--- config.mk ---
export PLATFORM = sky130hd
export DESIGN_NAME = aemld_lane
export DESIGN_NICKNAME = d
export VERILOG_FILES = /design/src/sv/aemld_pkg.sv /design/src/sv/aemld_lane.sv
export SDC_FILE = /design/constraint.sdc
export NUM_CORES = 2
export LEC_CHECK = 0
export BUFFER_PORTS_ARGS = -buffer_cell sky130_fd_sc_hd__buf_2
export CAP_MARGIN = 0
export CORE_ASPECT_RATIO = 0.8
export CORE_UTILIZATION = 53
export DETAILED_ROUTE_END_ITERATION = 7
export PLACE_DENSITY_LB_ADDON = 0.12
export SKIP_CTS_REPAIR_TIMING = 1
export SLEW_MARGIN = 20
export SYNTH_ARGS = -nofsm -noshare
export SYNTH_HDL_FRONTEND = slang
export SYNTH_SLANG_ARGS = --single-unit
--- constraint.sdc ---
create_clock -name clk -period 15.14 [get_ports clk]
set_clock_uncertainty 0.1 [all_clocks]
set_input_delay 0.757 -clock clk [delete_from_list [all_inputs] [get_ports clk]]
set_output_delay 0.757 -clock clk [all_outputs]
set_load 0.02 [all_outputs]
--- src/sv/aemld_pkg.sv ---
`timescale 1ns / 1ps
// ----------------------------------------------------------------------------
// aemld_pkg: shared types and constants
// Payload structs, register indexes and controller states for the
// accelerometer smoothing and drive block.
// ----------------------------------------------------------------------------
package aemld_pkg;

    localparam int SAMPLE_BITS = 16;
    localparam int EXTRA_FRAC  = 32 - SAMPLE_BITS;
    localparam int NUM_LANES   = 3;

    localparam logic [16:0] WEIGHT_ONE = 17'd65536;
    localparam logic [14:0] Q15_MAX    = 15'd32767;

    localparam logic [0:0] REG_SMOOTHING = 1'b0;
    localparam logic [0:0] REG_FULLSCALE = 1'b1;

    localparam logic [1:0] AXIS_TOTAL = 2'd3;

    typedef struct packed {
        logic               cmd;
        logic signed [15:0] accel_x;
        logic signed [15:0] accel_y;
        logic signed [15:0] accel_z;
    } in_item_t;

    typedef struct packed {
        logic signed [15:0] motor_speed;
        logic [14:0]        led_level;
        logic [1:0]         selected_axis;
    } out_item_t;

    typedef enum logic [2:0] {
        ST_IDLE,
        ST_BLEND,
        ST_SQUARE,
        ST_ROOT,
        ST_DIVIDE,
        ST_OUTPUT
    } state_t;

    // Lane control from the sequencer
    typedef struct packed {
        logic start;   // latch sample and launch blend
        logic load;    // first sample: load directly
    } lane_ctl_t;

endpackage

--- src/sv/aemld_lane.sv ---
`timescale 1ns / 1ps
// ----------------------------------------------------------------------------
// aemld_lane: one axis filter lane
// Holds one axis filter value, performs the EWMA update as registered products
// then a sum and round, and registers the square of the result.
// ----------------------------------------------------------------------------
module aemld_lane
    import aemld_pkg::*;
(
    input  logic               clk,
    input  logic               rst_n,
    input  lane_ctl_t          ctl,
    input  logic signed [15:0] sample,
    input  logic [16:0]        weight,
    output logic signed [31:0] filt,
    output logic [63:0]        square
);

    logic signed [31:0] filt_reg, filt_next;
    logic signed [31:0] samp_reg;
    logic signed [50:0] prod_new_reg, prod_old_reg;
    logic               busy_reg;
    logic               load_reg;
    logic signed [31:0] samp_ext;
    logic signed [51:0] acc;
    logic [31:0]        abs_filt;
    logic [63:0]        square_reg;

    // Sample scaled to filter precision
    assign samp_ext = 32'(signed'(sample[SAMPLE_BITS-1:0])) <<< EXTRA_FRAC;

    // Sum of weighted terms plus half, floor divide by 2^16
    assign acc = 52'(prod_new_reg) + 52'(prod_old_reg) + 52'sd32768;
    always_comb
    begin
        filt_next = filt_reg;
        if (busy_reg)
        begin
            if (load_reg)
                filt_next = samp_reg;
            else
                filt_next = 32'(acc >>> 16);
        end
    end

    always_ff @(posedge clk or negedge rst_n)
    begin
        if (!rst_n)
        begin
            filt_reg <= '0;
            busy_reg <= 1'b0;
            load_reg <= 1'b0;
        end
        else
        begin
            busy_reg <= ctl.start;
            if (ctl.start)
                load_reg <= ctl.load;
            filt_reg <= filt_next;
        end
    end

    // Weighted products, one multiply each
    always_ff @(posedge clk)
    begin
        if (ctl.start)
        begin
            samp_reg     <= samp_ext;
            prod_new_reg <= signed'({1'b0, weight}) * samp_ext;
            prod_old_reg <= signed'({1'b0, 17'(WEIGHT_ONE - weight)}) * filt_reg;
        end
        square_reg <= abs_filt * abs_filt;
    end

    assign abs_filt = filt_reg[31] ? 32'(-filt_reg) : filt_reg;
    assign filt     = filt_reg;
    assign square   = square_reg;

endmodule

==> out/results.ini <==
[status]
status = finished clean

[grt]
grt_pass1_vias = 48010
grt_max_degree = 54
antenna_found_initial = 4
grt_pass1_wl_um = 272600
gr-total-overflow = 0
track_usage = 0.3015

[die]
start_util = 0.5350
pin_count = 133
die_w_um = 385.8
num_rows = 112
die_area_mm2 = 0.1192
core-area_mm2 = 0.1167
die_h_um = 309.0

[logic_synthesis]
yosysTopAreaCell = fa_1
synth-xor-area-share = 0.03347
synth_area_mm2 = 0.06246
ys_types = 78
synth.mux.area_fraction = 0.001202
syn_area_per_cell_um2 = 9.215
synth_top_family_by_area = adder cells
synth-edff-count = 81
yosys.area_share.simple = 0.1197
synthAdderAreaFrac = 0.5924
post-synth-top-area-fraction = 0.4846
synth_seq_cells = 178
synth_compound_area_frac = 0.05088
synthTopCellsByArea = fa_1 48%, inv_1 11%, ha_1 11%, nand2_1 4.8%, edfxtp_1 3.9%
async_reset_ff_frac = 0.1910
yosysSeqAreaShare = 0.07276
ys.flop_type = edfxtp_1
yosysWarnings = 0
synthCells = 6778

[sta]
min_period_over_period = 0.7972
rsz0062_at_grt = false
fmax_mhz = 82.85
slew_violations = 0
setup_viol = 0
max_slew_margin = 0.2405
hold_violations = 0
tns_ns = 0
worst_pin_slew_ns = 1.137
min_period_ns = 12.07

[clocking]
numCtsBuffers = 17
cts_htree_levels = 4
clkSinkCount = 178
cts-root-buf = clkbuf_16
clk_path_buf_depth = 2
tritoncts = done
clk_latency_ns = 0.55
path_clk_slew_ns = 0.09

[route]
num_vias = 44370
final_antenna_net_count = 0
dr.pass1.iters = 6
drtIter0Drc = 3475
routed_via_density = 5.337
wl_um = 168100
route.detailed.drc = 0
wl_per_cell_um = 20.22

[setup_path]
cp_slowest_cell = clkinv_1
startpoint_type = flip-flop
cp_max_fo = 23
path_common_cell = fa_1
crit_type = flip-flop to flip-flop
max_stage_delay_ns = 0.91
reg2reg_depth = 32
worst_ep_required_time_ns = 15.49
r2r_start = filt[9]$_DFFE_PN0P_
r2r_slack_ns = 3.07
reg2reg_to = square[57]$_DFF_P_
cp.arrival_ns = 12.42
crit_path_end_kind = flip-flop

[final_layout]
nets = 8846
synthToLayoutAreaGrowth_pct = 4.962
drive_above_1_share = 0.04770
final_cell_mix = 1850 x inv_1, 1512 x fa_1, 806 x nand2_1, 538 x ha_1, 388 x nor2_1
largest_register_ffs = 63
mostFrequentLayoutCell = inv_1

[place]
gp_congestion = 0.9582
port_buffers = 131
dp_hpwl_um = 135000

[run]
maxCapViolations = 0

[hold_path]
min_path_type = primary input to async pin

## critical path, delay by kind of cell (launching register included)
family	cells	cell delay, ns
fa+ha+maj	9	4.33
simple gates	11	3.45
compound gates	4	1.56
buf+inv	6	1.46
flops	1	0.77
xor+xnor	2	0.29
## cell usage after synthesis, types with 32 or more instances
cell,number
nand2_1,806
nor3_1,36
dfrtp_1,34
edfxtp_1,81
ha_1,538
xor2_1,81
o21ai_0,83
clkbuf_1,259
inv_1,1850
nor2_1,388
a21o_1,75
nand3_1,32
dfxtp_1,63
and2_1,267
xnor2_1,154
fa_1,1512
nor2b_1,35
a21oi_1,148
## final cells by class
class                           instances  area [µm²]
Timing Repair Buffer                  217        1304
Sequential cell                       178        4547
Clock buffer                           17       425.4
Fill cell                           10610       51180
Antenna cell                            2       5.005
Clock inverter                         15       160.2
Multi-Input combinational cell       4482       50200
Inverter                             1863        6993
Tap cell                             1539        1926
## worst max-delay path by stage
stage / from / end
2_1_floorplan: filt[0]$_DFFE_PN0P_ / square[63]$_DFF_P_
3_3_place_gp: filt[1]$_DFFE_PN0P_ / square[57]$_DFF_P_
3_5_place_dp: filt[9]$_DFFE_PN0P_ / square[57]$_DFF_P_
4_1_cts: filt[9]$_DFFE_PN0P_ / square[57]$_DFF_P_
5_1_grt: filt[1]$_DFFE_PN0P_ / square[57]$_DFF_P_
6_report: filt[9]$_DFFE_PN0P_ / square[57]$_DFF_P_
## through the flow
step | util | area [µm²] | instances | setup slack (ns) | hold slack, ns
3_3_place_gp | 0.5565 | 64970 | 8279 | 3.545 | 0.3711
4_1_cts | 0.5616 | 65550 | 8311 | 3.309 | 0.2520
5_1_grt | 0.5616 | 65550 | 8311 | 2.573 | 0.3104
2_1_floorplan | - | 62550 | 6803 | 4.764 | 0.3566
6_report | 0.5616 | 65560 | 8313 | 3.070 | 0.2456
3_5_place_dp | 0.5565 | 64970 | 8279 | 3.328 | 0.3831
## cells by family after synthesis
group,after synthesis
AOI/OAI and AO/OA,487
and+or+nand+nor,1674
adders and majority gates,2050
xor gates and xnor gates,237
DFF,178
buffers and inverters,2143
other,2
muxes,7
## layer usage
layer | global-route usage | part of all wire
met5 | 0 | 0.00027
met4 | 0.07151 | 0.024
met1 | 0.4395 | 0.44
met3 | 0.08161 | 0.10
met2 | 0.4472 | 0.43
Power is not shown: default switching activity piles up to over one toggle a cycle in this logic, so the estimate is an artifact.
