`src/sv/aemld_pkg.sv`:
```
`timescale 1ns / 1ps
// ----------------------------------------------------------------------------
// aemld_pkg: shared types and constants
// Payload structs, register indexes and controller states for the
// accelerometer smoothing and drive block.
// ----------------------------------------------------------------------------
package aemld_pkg;

    localparam int SAMPLE_BITS = 16;
    localparam int EXTRA_FRAC  = 32 - SAMPLE_BITS;
    localparam int NUM_LANES   = 3;

    localparam logic [16:0] WEIGHT_ONE = 17'd65536;
    localparam logic [14:0] Q15_MAX    = 15'd32767;

    localparam logic [0:0] REG_SMOOTHING = 1'b0;
    localparam logic [0:0] REG_FULLSCALE = 1'b1;

    localparam logic [1:0] AXIS_TOTAL = 2'd3;

    typedef struct packed {
        logic               cmd;
        logic signed [15:0] accel_x;
        logic signed [15:0] accel_y;
        logic signed [15:0] accel_z;
    } in_item_t;

    typedef struct packed {
        logic signed [15:0] motor_speed;
        logic [14:0]        led_level;
        logic [1:0]         selected_axis;
    } out_item_t;

    typedef enum logic [2:0] {
        ST_IDLE,
        ST_BLEND,
        ST_SQUARE,
        ST_ROOT,
        ST_DIVIDE,
        ST_OUTPUT
    } state_t;

    // Lane control from the sequencer
    typedef struct packed {
        logic start;   // latch sample and launch blend
        logic load;    // first sample: load directly
    } lane_ctl_t;

endpackage

```
`src/sv/aemld_root.sv`:
```
`timescale 1ns / 1ps
// ----------------------------------------------------------------------------
// aemld_root: iterative floor square root
// Digit-by-digit root of a 64-bit value, one result bit per cycle.
// ----------------------------------------------------------------------------
module aemld_root
    import aemld_pkg::*;
(
    input  logic        clk,
    input  logic        rst_n,
    input  logic        start,
    input  logic [63:0] value,
    output logic        done,
    output logic [31:0] root
);

    logic [63:0] rem_reg;
    logic [63:0] res_reg;
    logic [63:0] bit_reg;
    logic        run_reg;
    logic        done_reg;
    logic [63:0] trial;

    assign trial = res_reg + bit_reg;

    always_ff @(posedge clk or negedge rst_n)
    begin
        if (!rst_n)
        begin
            run_reg  <= 1'b0;
            done_reg <= 1'b0;
            rem_reg  <= '0;
            res_reg  <= '0;
            bit_reg  <= '0;
        end
        else if (start)
        begin
            run_reg  <= 1'b1;
            done_reg <= 1'b0;
            rem_reg  <= value;
            res_reg  <= '0;
            bit_reg  <= 64'h4000_0000_0000_0000;
        end
        else if (run_reg)
        begin
            if (rem_reg >= trial)
            begin
                rem_reg <= rem_reg - trial;
                res_reg <= (res_reg >> 1) + bit_reg;
            end
            else
                res_reg <= res_reg >> 1;
            bit_reg <= bit_reg >> 2;
            // Last trial bit: root is final on the next cycle
            done_reg <= bit_reg[0];
            if (bit_reg[0])
                run_reg <= 1'b0;
        end
        else
            done_reg <= 1'b0;
    end

    assign done = done_reg;
    assign root = res_reg[31:0];

    // Root iteration never runs without a set trial bit
    assert property (@(posedge clk) disable iff (!rst_n)
        run_reg |-> $onehot(bit_reg))
        else $error("root trial bit lost");

endmodule

```
`config.mk`:
```
export PLATFORM = sky130hd
export DESIGN_NAME = aemld_root
export DESIGN_NICKNAME = d
export VERILOG_FILES = /design/src/sv/aemld_pkg.sv /design/src/sv/aemld_root.sv
export SDC_FILE = /design/constraint.sdc
export NUM_CORES = 1
export LEC_CHECK = 0
export BUFFER_PORTS_ARGS = -buffer_cell sky130_fd_sc_hd__buf_2
export CAP_MARGIN = 20
export CELL_PAD_IN_SITES_DETAIL_PLACEMENT = 0
export CELL_PAD_IN_SITES_GLOBAL_PLACEMENT = 1
export CORE_MARGIN = 2
export CORE_UTILIZATION = 51
export DETAILED_ROUTE_END_ITERATION = 12
export PLACE_DENSITY = 0.95
export RECOVER_POWER = 100
export SYNTH_ARGS = -nofsm -noshare
export SYNTH_HDL_FRONTEND = slang
export SYNTH_SLANG_ARGS = --single-unit
```
`constraint.sdc`:
```
create_clock -name clk -period 13.96 [get_ports clk]
set_clock_uncertainty 0.05 [all_clocks]
set_input_delay 1.396 -clock clk [delete_from_list [all_inputs] [get_ports clk]]
set_output_delay 1.396 -clock clk [all_outputs]
set_load 0.02 [all_outputs]
```
==> out/metrics.yaml, run 1 <==
initial_core_util: 0.515
gp_congestion: 0.922
overflow: 0
finalSetupViolCount: 0
ys_seq_area_frac: 0.251
worstSkewPairLatency_ps: 460
dp.cells: 2435
pwr-share-clk: 0.138
synth_area_sq_mm: 0.0162
cp_max_fo: 61
cts-resized-gates: 0
grtUsageTotal: 0.287
reg2reg_slack_ps: 4110
worstPathArrival_ps: 10130
synth-seq-cells: 162
whs_endpoint: "rem_reg[47]"
grt_pass1_wl_um: 76600
drv_cap: 10
drtAntennaViolNets: 0
fp-row-count: 65
drc: 0
worstMarginPinSlew_ps: 5250
start_kind: "register"
cts_num_sinks: 162
synth-async-reset-ratio: 1.00
hold_path_class: "reg2reg"
synth_area_per_cell_sq_um: 7.80
rr_worst_depth: 23
netlist_instances: 2071
root_buffer: "clkbuf_16"
syn_to_final_growth_pct: 5.01
critical_path.endpoint_type: "register"
r2r_end: "rem_reg[25]"
fin_nets: 2250
cts_buffers: 17
drt_iter0_drc: 1668
slew_violations: 673
dieArea_sq_mm: 0.0331
p_int_w: 0.00174
cts_buffer_depth: 2
fin_crit_ps: 9850
synth_edf_count: 0
hold_viol: 0
core-area_sq_mm: 0.0314
worstHoldStart: "rem_reg[47]"
outcome: "finished, violations left"
fmax_ghz: 0.102
p_per_area_mw_per_mm2: 210
post-dp-hpwl_um: 35600
wl_per_cell_um: 19.3
post-route-period-util: 0.706
synthFlopType: "dfrtp_1"
crit_type: "reg2reg"
p_leak_nw: 7.38
ir_drop_mv: 0.218
yosys_warnings: 0
crit_required_ps: 14240
hold_depth: 2
p_sw_frac: 0.509
cts_setup_buffers: 0
yosysUniqueCellTypes: 92
clk_pin_slew_ps: 80
hold_buffers: 0
cts_tree: "built"
final_layout_size_suffix_gt1_frac: 0.0707
routed_wl_um: 47600
timing.rr.start: "res_reg[2]"
regArea_sq_mm: 0.00405
synth_nets: 2269
relSlewSlack: -2.50
h-tree-depth: 4
violations: "capacitance limit, slew limit"
nFillCells: 3040
rsz0062_at_grt: "no"
fp.dieH_um: 182
grt_max_degree: 97
p_comb_frac: 0.658
io_pins: 100
multi_input_area_sq_mm: 0.0111
grt_pass1_vias: 14409
die_w_um: 182
stdcell_count: 2467
diodes: 0
place_area_sq_mm: 0.0165
io_buffers: 99
p_sw_w: 0.00181
stdcell_area_sq_mm: 0.0170
antenna_found_initial: 0
vias_per_cell: 6.34
seq_power_share: 0.204
firstDrtPassIters: 6
num_vias: 15650
finalSetupTns_ps: 0
final cells by class:
type	count	share of cell area
clock inverters	15	0.00988
inverters	50	0.0111
multi-input cells	1712	0.656
flip-flops and latches	162	0.239
well taps	402	0.0296
clock buffers	17	0.0251
repair buffers	109	0.0293
metal layers:
metal,share of wire,vias to the layer above,track usage
met5,0,-,0
li1,-,7526,-
met1,0.48,7428,0.428
met2,0.43,622,0.431
met4,0.025,0,0.0877
met3,0.071,74,0.0389
cells by family (layout without fill, tap and decap cells):
group,Yosys count,count (layout),share of synthesized area
xor+xnor,144,144,0.0780
flops,162,162,0.251
buf+inv,197,191,0.0581
simple gates,707,707,0.197
compound gates,674,674,0.280
mux,56,56,0.0348
fa+ha+maj,131,131,0.102
power by group through the flow:
stage | clock network (W) | logic, W | registers, W
2_1_floorplan | 0 | 0.00188 | 0.000669
3_3_place_gp | 0 | 0.00226 | 0.000722
3_5_place_dp | 0 | 0.00230 | 0.000725
4_1_cts | 0.000498 | 0.00231 | 0.000719
5_1_grt | 0.000519 | 0.00260 | 0.000739
6_report | 0.000489 | 0.00234 | 0.000726
worst max-delay path, stage by stage, from the launching register on:
cell	delay (ps)
dfrtp_1	450
ha_1	390
a31oi_1	400
a211oi_1	250
a221oi_1	650
o211ai_1	330
a211oi_1	400
o21ai_0	270
a31oi_4	280
o21bai_1	150
a21oi_1	200
xor2_1	280
ha_1	370
a21o_1	190
a21oi_1	130
o21bai_1	90
a221oi_1	340
o211ai_1	260
o21ai_4	190
clkbuf_1	2080
nor2_1	650
clkbuf_1	600
and3_1	350
o32a_1	320
worst max path at each step:
stage                     from     endpoint  slack (ps)  depth (start not counted)
floorplan           bit_reg[0]   res_reg[2]        8780                         23
CTS                 res_reg[2]  rem_reg[47]        6860                         21
global placement    res_reg[2]  rem_reg[47]        7060                         21
detailed placement  res_reg[2]  rem_reg[47]        6900                         21
global route        res_reg[2]  rem_reg[25]        3390                         23
finish              res_reg[2]  rem_reg[25]        4110                         23
through the flow:
stage	setup WS, ps	hold WS [ps]	utilization	total power [W]
2_1_floorplan	8780	438	-	0.00255
6_report	4110	481	0.541	0.00356
3_3_place_gp	7060	464	0.526	0.00299
5_1_grt	3390	525	0.541	0.00386
3_5_place_dp	6900	466	0.526	0.00302
4_1_cts	6860	484	0.545	0.00353
cell usage in the layout, fill, tap and decap left out, types with 11 or more instances in the layout:
cell / count
ha_1: 130
a211o_1: 11
nand4_1: 43
nand2b_1: 11
clkbuf_1: 43
inv_1: 50
and3_1: 19
a31o_2: 16
nand2_1: 235
nand3_1: 37
a311oi_1: 15
a21o_1: 45
xor2_1: 66
a21oi_1: 159
xnor2_1: 78
buf_2: 64
mux2i_1: 54
o21ai_0: 134
nor2b_1: 12
o21a_1: 23
o21bai_1: 30
a211oi_1: 45
nor3_1: 30
nor2_1: 253
or3_1: 16
dfrtp_1: 162
a31oi_1: 62
o31ai_1: 12
o211ai_1: 20
clkbuf_16: 17
synthesized netlist by cell type (8+ instances only):
library cell	n	area (sq um)
a221oi_1	8	70.1
o31ai_1	12	90.1
xor2_1	66	578
a211o_1	11	96.3
a31oi_1	62	388
buf_1	8	30.0
a2bb2oi_1	10	87.6
and3_1	19	119
dfrtp_1	162	4050
o21ai_0	106	531
o21ai_1	33	165
clkbuf_1	66	248
nor2_1	253	950
a21o_1	45	338
mux2i_1	54	541
buf_2	29	145
inv_1	49	184
xnor2_1	78	683
nor3_1	30	150
nor2b_1	12	75.1
and2_1	11	68.8
a311oi_1	15	131
or3_1	16	100
buf_4	38	285
o211ai_1	18	135
a211oi_1	43	323
nand2_1	235	882
o21bai_1	30	225
ha_1	130	1630
a31o_2	16	140
a21oi_1	159	796
o21a_1	23	173
nand2b_1	11	68.8
nand4_1	43	269
nand3_1	37	185
Note: power is estimated with default switching activity, not from simulation.
==> run 2: changes to the inputs <==
Settings changed: CORE_UTILIZATION 51 to 47, PLACE_DENSITY 0.95 to 0.93.
Clock period 13.96 ns to 9.65 ns, I/O delays scaled along.
==> run 2 against run 1 <==
Effect of this change: the flow still finishes with violations (capacitance limit, slew limit); utilization down 3.5 points; clock power is 43% higher; worst setup slack worse by 2500 ps; final cell count increased by 2.0%; largest power group unchanged.
==> out/metrics.yaml, run 2 (synthesis gave the netlist of run 1 again) <==
root_buffer: "clkbuf_16"
worstPathArrival_ps: 8150
fp.dieH_um: 189
grt_max_degree: 93
cts_tree: "built"
num_vias: 15764
fin_crit_ps: 7990
p_per_area_mw_per_mm2: 301
met2_length_um: 20400
nFillCells: 3369
cts_buffers: 17
stdcell_area_sq_mm: 0.0170
io_buffers: 99
drtAntennaViolNets: 0
rsz0062_at_grt: "no"
final_layout_size_suffix_gt1_frac: 0.0735
slew_violations: 509
drc: 0
ir_drop_mv: 0.298
fmax_ghz: 0.125
violations: "capacitance limit, slew limit"
fp-row-count: 67
setup_ws_ps: 1660
drv_cap: 8
worstMarginPinSlew_ps: 5340
cp_max_fo: 45
cts_buffer_depth: 2
post-dp-hpwl_um: 36400
h-tree-depth: 4
crit_type: "reg2reg"
regArea_sq_mm: 0.00405
dieArea_sq_mm: 0.0359
grtUsageTotal: 0.273
finalSetupTns_ps: 0
io_pins: 100
clk_pin_slew_ps: 80
overflow: 0
hold_viol: 0
syn_to_final_growth_pct: 5.47
rr_worst_depth: 22
drt_iter0_drc: 1594
outcome: "finished, violations left"
place_area_sq_mm: 0.0166
mostFrequentLayoutCell: "nor2_1"
hold_path_class: "reg2reg"
m1WireLength_um: 22900
hold_depth: 1
post-route-period-util: 0.828
grt_pass1_wl_um: 79200
p_leak_nw: 7.39
multi_input_area_sq_mm: 0.0111
routed_wl_um: 48700
finalSetupViolCount: 0
initial_core_util: 0.480
gp_congestion: 0.974
die_w_um: 189
cts-resized-gates: 0
grt_pass1_vias: 14944
core-area_sq_mm: 0.0337
antenna_found_initial: 2
layout_common_cells: "nor2_1, nand2_1, dfrtp_1"
wl_met3_um: 3790
crit_required_ps: 9810
highest_layer: "met5"
dp_slack_ps: 2540
relSlewSlack: -2.56
worstSkewPairLatency_ps: 460
wl_per_cell_um: 19.4
fin_nets: 2252
cts_setup_buffers: 0
vias_per_cell: 6.27
hold_buffers: 0
firstDrtPassIters: 5
critical_path.endpoint_type: "register"
cts_num_sinks: 162
start_kind: "register"
==> run 2: path summary, 6_finish.rpt <==
kind,start,endpoint,slack [ps]
min,bit_reg[0],run_reg,500
max in group asynchronous,rst_n,rem_reg[45],3270
min in group asynchronous,rst_n,res_reg[9],2400
max,res_reg[2],rem_reg[5],1660
max reg2reg,res_reg[2],rem_reg[5],1660
min reg2reg,bit_reg[0],run_reg,500
==> run 2: final cells by class <==
type / count / area share
inverters: 50 / 0.0110
diodes: 1 / 0.000147
clock inverters: 15 / 0.00947
multi-input cells: 1712 / 0.653
well taps: 448 / 0.0329
repair buffers: 111 / 0.0303
flip-flops and latches: 162 / 0.238
clock buffers: 17 / 0.0250
==> run 2: where the power goes <==
part           switching, W  total, W  internal (W)
registers          0.000194   0.00105      0.000856
logic               0.00210   0.00338       0.00128
clock network      0.000349  0.000697      0.000347
==> run 2: metal layers <==
| layer | vias to the layer above | track usage |
|---|---|---|
| met3 | 93 | 0.0393 |
| li1 | 7526 | - |
| met4 | 2 | 0.0960 |
| met1 | 7487 | 0.400 |
| met5 | - | 0 |
| met2 | 656 | 0.407 |
==> run 2: critical path, stage by stage, from the launching register on <==
cell and delay, ps:
dfrtp_1 460, ha_1 390, a31oi_1 310, a211oi_1 230
a221oi_1 800, o211ai_1 350, a211oi_1 400, o21ai_0 260
a31oi_4 280, o21bai_1 150, a21oi_1 210, xor2_1 280
ha_1 370, a21o_1 190, a21oi_1 140, o21bai_1 100
a221oi_1 320, o211ai_1 250, o211ai_4 260, clkbuf_1 1450
nor2_1 160, a21oi_1 190, o21ai_0 100
==> run 2: stage by stage <==
stage               hold slack (ps)  cells  total power [W]  utilization
detailed placement              481   2483          0.00438        0.492
floorplan                       438   2071          0.00369            -
finish                          496   2516          0.00513        0.506
global placement                453   2483          0.00435        0.492
CTS                             491   2515          0.00511        0.510
global route                    531   2515          0.00556        0.506
