**src/sv/aemld_pkg.sv**
```systemverilog
`timescale 1ns / 1ps
// ----------------------------------------------------------------------------
// aemld_pkg: shared types and constants
// Payload structs, register indexes and controller states for the
// accelerometer smoothing and drive block.
// ----------------------------------------------------------------------------
package aemld_pkg;

    localparam int SAMPLE_BITS = 16;
    localparam int EXTRA_FRAC  = 32 - SAMPLE_BITS;
    localparam int NUM_LANES   = 3;

    localparam logic [16:0] WEIGHT_ONE = 17'd65536;
    localparam logic [14:0] Q15_MAX    = 15'd32767;

    localparam logic [0:0] REG_SMOOTHING = 1'b0;
    localparam logic [0:0] REG_FULLSCALE = 1'b1;

    localparam logic [1:0] AXIS_TOTAL = 2'd3;

    typedef struct packed {
        logic               cmd;
        logic signed [15:0] accel_x;
        logic signed [15:0] accel_y;
        logic signed [15:0] accel_z;
    } in_item_t;

    typedef struct packed {
        logic signed [15:0] motor_speed;
        logic [14:0]        led_level;
        logic [1:0]         selected_axis;
    } out_item_t;

    typedef enum logic [2:0] {
        ST_IDLE,
        ST_BLEND,
        ST_SQUARE,
        ST_ROOT,
        ST_DIVIDE,
        ST_OUTPUT
    } state_t;

    // Lane control from the sequencer
    typedef struct packed {
        logic start;   // latch sample and launch blend
        logic load;    // first sample: load directly
    } lane_ctl_t;

endpackage

```
**src/sv/aemld_div.sv**
```systemverilog
`timescale 1ns / 1ps
// ----------------------------------------------------------------------------
// aemld_div: saturating Q0.15 ratio unit
// Restoring division of a magnitude by the full-scale value, one quotient
// bit per cycle, saturating to the largest Q0.15 code.
// ----------------------------------------------------------------------------
module aemld_div
    import aemld_pkg::*;
(
    input  logic        clk,
    input  logic        rst_n,
    input  logic        start,
    input  logic [31:0] mag,
    input  logic [31:0] denom,
    output logic        done,
    output logic [14:0] quot
);

    logic [32:0] rem_reg;
    logic [31:0] den_reg;
    logic [14:0] q_reg;
    logic [3:0]  cnt_reg;
    logic        run_reg;
    logic        sat_reg;
    logic [32:0] shifted;

    assign shifted = {rem_reg[31:0], 1'b0};

    always_ff @(posedge clk or negedge rst_n)
    begin
        if (!rst_n)
        begin
            run_reg <= 1'b0;
            cnt_reg <= '0;
            sat_reg <= 1'b0;
            rem_reg <= '0;
            den_reg <= '0;
            q_reg   <= '0;
        end
        else if (start)
        begin
            run_reg <= 1'b1;
            cnt_reg <= 4'd0;
            sat_reg <= (mag >= denom);
            rem_reg <= {1'b0, mag};
            den_reg <= denom;
            q_reg   <= '0;
        end
        else if (run_reg)
        begin
            // 15 quotient bits: mag < denom so quotient < 2^15
            if (shifted >= {1'b0, den_reg})
            begin
                rem_reg <= shifted - {1'b0, den_reg};
                q_reg   <= {q_reg[13:0], 1'b1};
            end
            else
            begin
                rem_reg <= shifted;
                q_reg   <= {q_reg[13:0], 1'b0};
            end
            cnt_reg <= cnt_reg + 4'd1;
            if (cnt_reg == 4'd14)
                run_reg <= 1'b0;
        end
    end

    assign done = !run_reg && (cnt_reg == 4'd15);
    assign quot = sat_reg ? Q15_MAX : q_reg;

    // The quotient count never passes fifteen
    assert property (@(posedge clk) disable iff (!rst_n)
        run_reg |-> cnt_reg < 4'd15)
        else $error("divider overran");

endmodule

```
**config.mk**
```make
export PLATFORM = sky130hd
export DESIGN_NAME = aemld_div
export DESIGN_NICKNAME = d
export VERILOG_FILES = /design/src/sv/aemld_pkg.sv /design/src/sv/aemld_div.sv
export SDC_FILE = /design/constraint.sdc
export NUM_CORES = 1
export LEC_CHECK = 0
export ABC_AREA = 1
export BUFFER_PORTS_ARGS = -buffer_cell sky130_fd_sc_hd__buf_2
export CAP_MARGIN = 25
export CORE_UTILIZATION = 65
export DETAILED_ROUTE_END_ITERATION = 7
export GPL_TIMING_DRIVEN = 0
export PLACE_DENSITY = 0.89
export SLEW_MARGIN = 40
export SYNTH_ARGS = -nofsm -noshare
export SYNTH_HDL_FRONTEND = slang
export SYNTH_SLANG_ARGS = --single-unit
```
**constraint.sdc**
```tcl
create_clock -name clk -period 4.1 [get_ports clk]
set_input_delay 0.41 -clock clk [delete_from_list [all_inputs] [get_ports clk]]
set_output_delay 0.41 -clock clk [all_outputs]
set_load 0.05 [all_outputs]
```
==> run_results.csv, run 1 <==
group,metric,value,unit
cts,cts.repair.resized,0,
routing,routedWlPerCell,16.6,um
routing,firstDrtPassIters,5,
yosys,synthArstFlopShare,100,%
place,place_congestion,1.03,
setup_path,timing.rr.start,"den_reg[20]",
yosys,synth.avg_cell_area,6.66,sq um
floorplanning,die_h,107,um
cts,cts.htree.levels,3,
layout,drive_above_1_share,11.4,%
cts,tritoncts.num_buffers,9,
setup_path,cp_data_arrival_time,2.69,ns
setup_path,r2r_end,"rem_reg[19]",
yosys,synth_fp_nets,1206,
timing,period_needed,2.42,ns
layout,post-route-util,76.1,%
setup_path,reg2reg_slack,1.68,ns
yosys,ys_types,38,
timing,slew_violations,0,
setup_path,rr_worst_depth,13,
timing,hold_viol,0,
place,place_hpwl,16900,um
cts,clk_pin_slew,0.10,ns
yosys,synthesis.instances,1072,
floorplanning,fp.coreArea,10500,sq um
routing,finalWirelength,21600,um
cts,postCtsSetupBuffers,0,
setup_path,cp-end-kind,"register",
pwr,p_per_area,651,nW/um^2
worst_hold_path,worstHoldStart,"denom[8]",
setup_path,required,4.37,ns
timing,tns,0,ns
yosys,yosysWarnings,0,
routing,vias,7380,
global_route,antenna_found_initial,0,
layout,areaGrowthSynthToFinish,11.9,%
yosys,synth_fa_ha_area_share,11.8,%
global_route,gr-total-overflow,0,
yosys,seq_area_frac_synth,29.8,%
routing,first_iter_violations,567,
floorplanning,die_w,107,um
floorplanning,die_area,11400,sq um
yosys,synth-simple-area-share,33.4,%
yosys,synth-xor-area-share,1.72,%
status,status,"completed",
layout,layout.nets,1300,
cts,root_buffer,"clkbuf_8",
setup_path,crit_path_start_kind,"register",
routing,viasPerCell,5.65,
place,io_buffers,81,
pwr,total_power,5.21,mW
timing,fmax,413,MHz
yosys,synth_top_family_by_area,"simple AND/OR/NAND/NOR gates",
global_route,grt_pass1_vias,6987,
pwr,peakVddDrop,0.386,mV
floorplanning,initial_core_util,68.0,%
routing,postRouteAntennaNets,0,
timing,holdWs,0.232,ns
floorplanning,io_pins,83,
worst_hold_path,hold_depth,3,
routing,drc,0,
timing,setup_viol,0,
yosys,synth_enable_flop_cells,0,
floorplanning,rows,37,
yosys,synth_compound_area_share,11.2,%
setup_path,crit_slowest_cell,"dfrtp_1",
yosys,ys_ff_latch,85,
global_route,grt_max_degree,58,
layout,nFillCells,854,
flow_run,cap_viol_max_count,0,
global_route,gr-usage-all-layers,39.1,%
cts,clockBufferDepth,2,
setup_path,cp-startpoint,"den_reg[20]",
global_route,grt_first_pass_wirelength,33800,um
setup_path,cpMostUsedCell,"nand2_1",
timing,rsz0062_at_grt,"no",
timing,tightest_slew,0.786,ns
setup_path,crit_family,"simple AND/OR/NAND/NOR gates",
setup_path,path_class,"register to register",
cts,clk_latency,0.40,ns
setup_path,crit_buf_inv,2,
timing,fin_crit_sh,59.0,%
worst_hold_path,min_to,"den_reg[8]",
timing,fin_skew,0.0116,ns
yosys,ys.flop_type,"dfrtp_1",
worst_hold_path,min_path_type,"primary input to register",
timing,slew_headroom,47.6,%
setup_path,crit_chain,"inv_1 -> ha_1 -> a21oi_1 -> nand2_1 -> nand2_1 -> nand2_1 -> nand2_1 -> nand2_1 -> nor2_4 -> buf_2 -> nand3b_1 -> nand3_1 -> nand3_1",
yosys,synthMuxAreaShare,0,%
setup_path,cp_max_fo,10,
setup_path,cpPeakStageDelay,0.36,ns
pwr,power_leakage,4.53,nW
yosys,synthesis.area,7140,sq um
cts,cts_sinks,85,
cts,cts_tree,"done",
layout,antenna_cells,0,
-- per-layer routing --
metal  wire [um]  share of wire [%]  track usage [%]
met3        1540                7.1             5.17
met2       10200                 47             66.0
met4         684                3.2             17.5
met5           0                  0                0
met1        9210                 43             49.8
-- where the power goes --
group | internal [mW] | switching (mW) | total (mW)
clock | 0.358 | 0.370 | 0.728
combinational | 1.13 | 2.16 | 3.29
sequential | 1.03 | 0.158 | 1.19
total | 2.52 | 2.68 | 5.21
-- layout by cell type, fill, tap and decap left out, drive strengths merged, types with 7 or more instances in the layout --
cell,netlist,routed
nand4,12,12
nand3,76,76
nor2,64,64
nor3,7,7
a22oi,20,20
clkbuf,18,27
nand3b,25,25
xnor2,11,11
o22ai,15,15
buf,9,91
inv,196,201
o21ai,50,50
ha,66,66
dfrtp,85,85
a21oi,44,44
nand2,356,356
-- how the worst max path moves through the flow --
stage	to	slack, ns	cells after the start
after floorplan	rem_reg[4]	2.19	14
after global placement	rem_reg[19]	1.69	12
after detailed placement	rem_reg[1]	1.72	12
after CTS	rem_reg[1]	1.72	12
after global routing	rem_reg[20]	1.55	13
final	rem_reg[19]	1.68	13
-- stage by stage --
stage / setup WS, ns / cells / area (sq um)
finish: 1.68 / 1307 / 8000
detailed placement: 1.72 / 1290 / 7750
global placement: 1.69 / 1289 / 7720
CTS: 1.72 / 1307 / 8000
global route: 1.55 / 1307 / 8000
floorplan: 2.19 / 1072 / 7140
-- layout make-up --
cell class	instances	area (sq um)	share of cell area (%)
repair buffers	83	449	5.62
plain buffers	27	129	1.61
clock buffers	9	124	1.55
multi-input cells	764	4150	51.9
inverters	196	736	9.20
well taps	136	170	2.13
clock inverters	7	109	1.36
flip-flops and latches	85	2130	26.6
-- kinds of logic after synthesis --
family                   after synthesis
AND/OR/NAND/NOR                      544
XOR/XNOR                              14
buffers and inverters                223
flip-flops                            85
adder cells (fa/ha/maj)               67
AO/OA/AOI/OAI                        139
-- timing repair --
item,4_1_cts,5_1_grt
hold endpoints to repair,28,0
setup endpoints to repair,0,0
hold buffers,1,0
-- synth_stat cells, types with 3 or more instances --
master	instances	area (sq um)
a21oi_1	43	215
a22oi_1	20	150
buf_2	4	20.0
buf_6	3	33.8
clkbuf_1	18	67.6
dfrtp_1	85	2130
ha_1	66	826
inv_1	193	724
inv_2	3	11.3
nand2_1	345	1290
nand2_2	9	56.3
nand3_1	75	375
nand3b_1	25	188
nand4_1	12	75.1
nor2_1	55	206
nor2_2	4	25.0
nor2_4	5	56.3
nor3_1	7	35.0
o21ai_0	47	235
o21ai_1	3	15.0
o21bai_1	4	30.0
o22ai_1	15	93.8
xnor2_1	11	96.3
xor2_1	3	26.3
-- worst register-to-register path: stages, from the launching register on --
cell      delay [ns]
dfrtp_1         0.36
inv_1           0.06
ha_1            0.35
a21oi_1         0.29
nand2_1         0.15
nand2_1         0.08
nand2_1         0.07
nand2_1         0.06
nand2_1         0.08
nor2_4          0.18
buf_2           0.32
nand3b_1        0.12
nand3_1         0.10
nand3_1         0.09
(Power assumes the default switching activity.)
==> run 2: changes to the inputs <==
- CORE_UTILIZATION: 65 -> 60
- PLACE_DENSITY: 0.89 -> 0.83
- clock period: 4.1 -> 2.3 ns (I/O delays scaled with it)
==> run 2 against run 1 <==
The run now ends with DRC left. Maximum frequency grew 7.7%. Register-to-register slack lost 1.6 ns. Critical path type unchanged. Largest cell class unchanged. Via count shrank 0.62%. Cell count grew 1.1%. Wire length shrank 0.48%. First-iteration DRC count grew 3.9%. Worst setup slack lost 1.6 ns. Cell area grew 7.5%. Power grew 99%. Clock skew shrank 0.0021 ns. Combinational power grew 100%.
==> run_results.csv, run 2 (same netlist as run 1, synthesis figures left out) <==
group,metric,value,unit
timing,slew_violations,0,
pwr,total_power,10.4,mW
timing,hold_viol,0,
timing,fin_skew,0.00943,ns
cts,cts.htree.levels,3,
layout,post-route-util,74.7,%
global_route,gr-usage-all-layers,35.5,%
floorplanning,die_area,12300,sq um
flow_run,cap_viol_max_count,0,
place,post_dp_cell_area,7760,sq um
setup_path,path_class,"register to register",
pwr,p_sw,5.13,mW
cts,root_buffer,"clkbuf_16",
layout,layout.nets,1308,
setup_path,rr_worst_depth,12,
timing,rsz0062_at_grt,"yes",
status,violations,"DRC",
place,place_congestion,0.982,
cts,cts_tree,"done",
cts,cts_sinks,85,
timing,slew_headroom,45.7,%
timing,fmax,445,MHz
setup_path,reg2reg_slack,0.05,ns
timing,fin_crit_sh,97.7,%
worst_hold_path,min_to,"den_reg[14]",
timing,tightest_slew,0.814,ns
timing,setup_ws,0.0529,ns
floorplanning,initial_core_util,62.0,%
global_route,gr-total-overflow,0,
setup_path,crit_path_start_kind,"register",
layout,drive_above_1_share,16.4,%
routing,routedWlPerCell,16.3,um
routing,finalWirelength,21500,um
layout,final_cell_area,8600,sq um
layout,layout.cells.most_common_list,"334 x nand2_1, 192 x inv_1, 84 x dfrtp_1",
cts,clockBufferDepth,2,
setup_path,timing.rr.start,"rem_reg[11]",
floorplanning,fp.coreArea,11500,sq um
floorplanning,rows,39,
pwr,p_per_area,1210,nW/um^2
timing,setup_viol,0,
routing,vias,7334,
routing,drc,6,
setup_path,cp_max_fo,10,
worst_hold_path,hold_depth,3,
pwr,peakVddDrop,0.646,mV
layout,areaGrowthSynthToFinish,20.4,%
floorplanning,io_pins,83,
status,status,"finished with violations",
setup_path,cp-end-kind,"register",
cts,tritoncts.num_buffers,9,
global_route,grt_first_pass_wirelength,33600,um
pwr,comb_power_share,64.3,%
floorplanning,die_h,111,um
setup_path,required,2.55,ns
pwr,power_frac_seq,21.5,%
pwr,clockPowerShare,14.2,%
routing,viasPerCell,5.55,
global_route,grt_max_degree,52,
layout,final_common_cell,"nand2_1",
floorplanning,die_w,111,um
routing,first_iter_violations,589,
cts,clk_latency,0.36,ns
worst_hold_path,worstHoldStart,"denom[14]",
setup_path,cp_data_arrival_time,2.50,ns
routing,firstDrtPassIters,7,
pwr,power_leakage,4.63,nW
setup_path,r2r_end,"rem_reg[18]",
layout,antenna_cells,0,
place,io_buffers,81,
global_route,grt_pass1_vias,6768,
routing,postRouteAntennaNets,0,
global_route,antenna_found_initial,0,
worst_hold_path,min_path_type,"primary input to register",
cts,clk_pin_slew,0.07,ns
timing,period_needed,2.25,ns
pwr,swShare,49.4,%
pwr,p_int,5.26,mW
place,pre_cts_slack,-0.0476,ns
place,place_hpwl,16200,um
timing,holdWs,0.0844,ns
==> run 2: cell count changes in the layout (fill, tap and decap cells not counted), sizes merged <==
cell    before  now
inv        201  200
bufinv       2    0
buf         91   99
clkbuf      27   28
clkinv       0    2
==> run 2: final cells by class <==
class,count,area [sq um]
clock inverters,6,51.3
clock buffers,10,239
multi-input cells,764,4590
repair buffers,91,509
inverters,196,736
plain buffers,27,163
well taps,143,179
flip-flops and latches,85,2130
fillers,962,2920
==> run 2: how the worst max path moves through the flow <==
stage	startpoint	to	slack (ns)	cells after the start
floorplan	rem_reg[7]	rem_reg[4]	0.39	14
global placement	rem_reg[19]	rem_reg[15]	-0.07	12
detailed placement	rem_reg[23]	rem_reg[7]	-0.05	12
CTS	rem_reg[7]	rem_reg[27]	0.006	13
global route	rem_reg[11]	rem_reg[18]	-0.04	12
finish	rem_reg[11]	rem_reg[18]	0.05	12
==> run 2: metrics by stage <==
| step | TNS [ns] | std cells |
|---|---|---|
| 2_1_floorplan | 0 | 1072 |
| 3_3_place_gp | -0.816 | 1296 |
| 3_5_place_dp | -0.372 | 1297 |
| 4_1_cts | 0 | 1314 |
| 5_1_grt | -0.296 | 1322 |
| 6_report | 0 | 1322 |
==> run 2: power by group through the flow <==
stage,registers (mW),logic [mW],clock network (mW)
global route,2.27,7.36,1.52
finish,2.24,6.68,1.47
CTS,2.12,5.81,1.47
global placement,2.12,5.62,0
detailed placement,2.13,5.67,0
floorplan,2.05,4.32,0
==> run 2: critical path: stages, from the launching register on <==
cell	delay, ns
dfrtp_1	0.44
ha_4	0.28
nand2_1	0.09
inv_1	0.06
a21oi_1	0.34
o21bai_4	0.12
inv_2	0.07
nand2_2	0.08
nand2_4	0.14
buf_4	0.24
nand3b_1	0.10
nand3_1	0.09
nand2_1	0.07
==> run 2: metal layers <==
metal	GRT usage (%)	part of all wire, %	vias up
met1	47.7	44	3405
met2	57.4	46	271
li1	-	-	3620
met5	0	0	-
met4	13.5	2.8	0
met3	5.96	7.3	38
==> run 2: timing repair <==
| item | 4_1_cts | 5_1_grt |
|---|---|---|
| setup buffers | 0 | 8 |
| hold buffers | 1 | 0 |
| endpoints found under the hold margin | 34 | 0 |
| resized for setup | 15 | 63 |
| endpoints found under the setup margin | 24 | 30 |
| pin swaps | 0 | 7 |
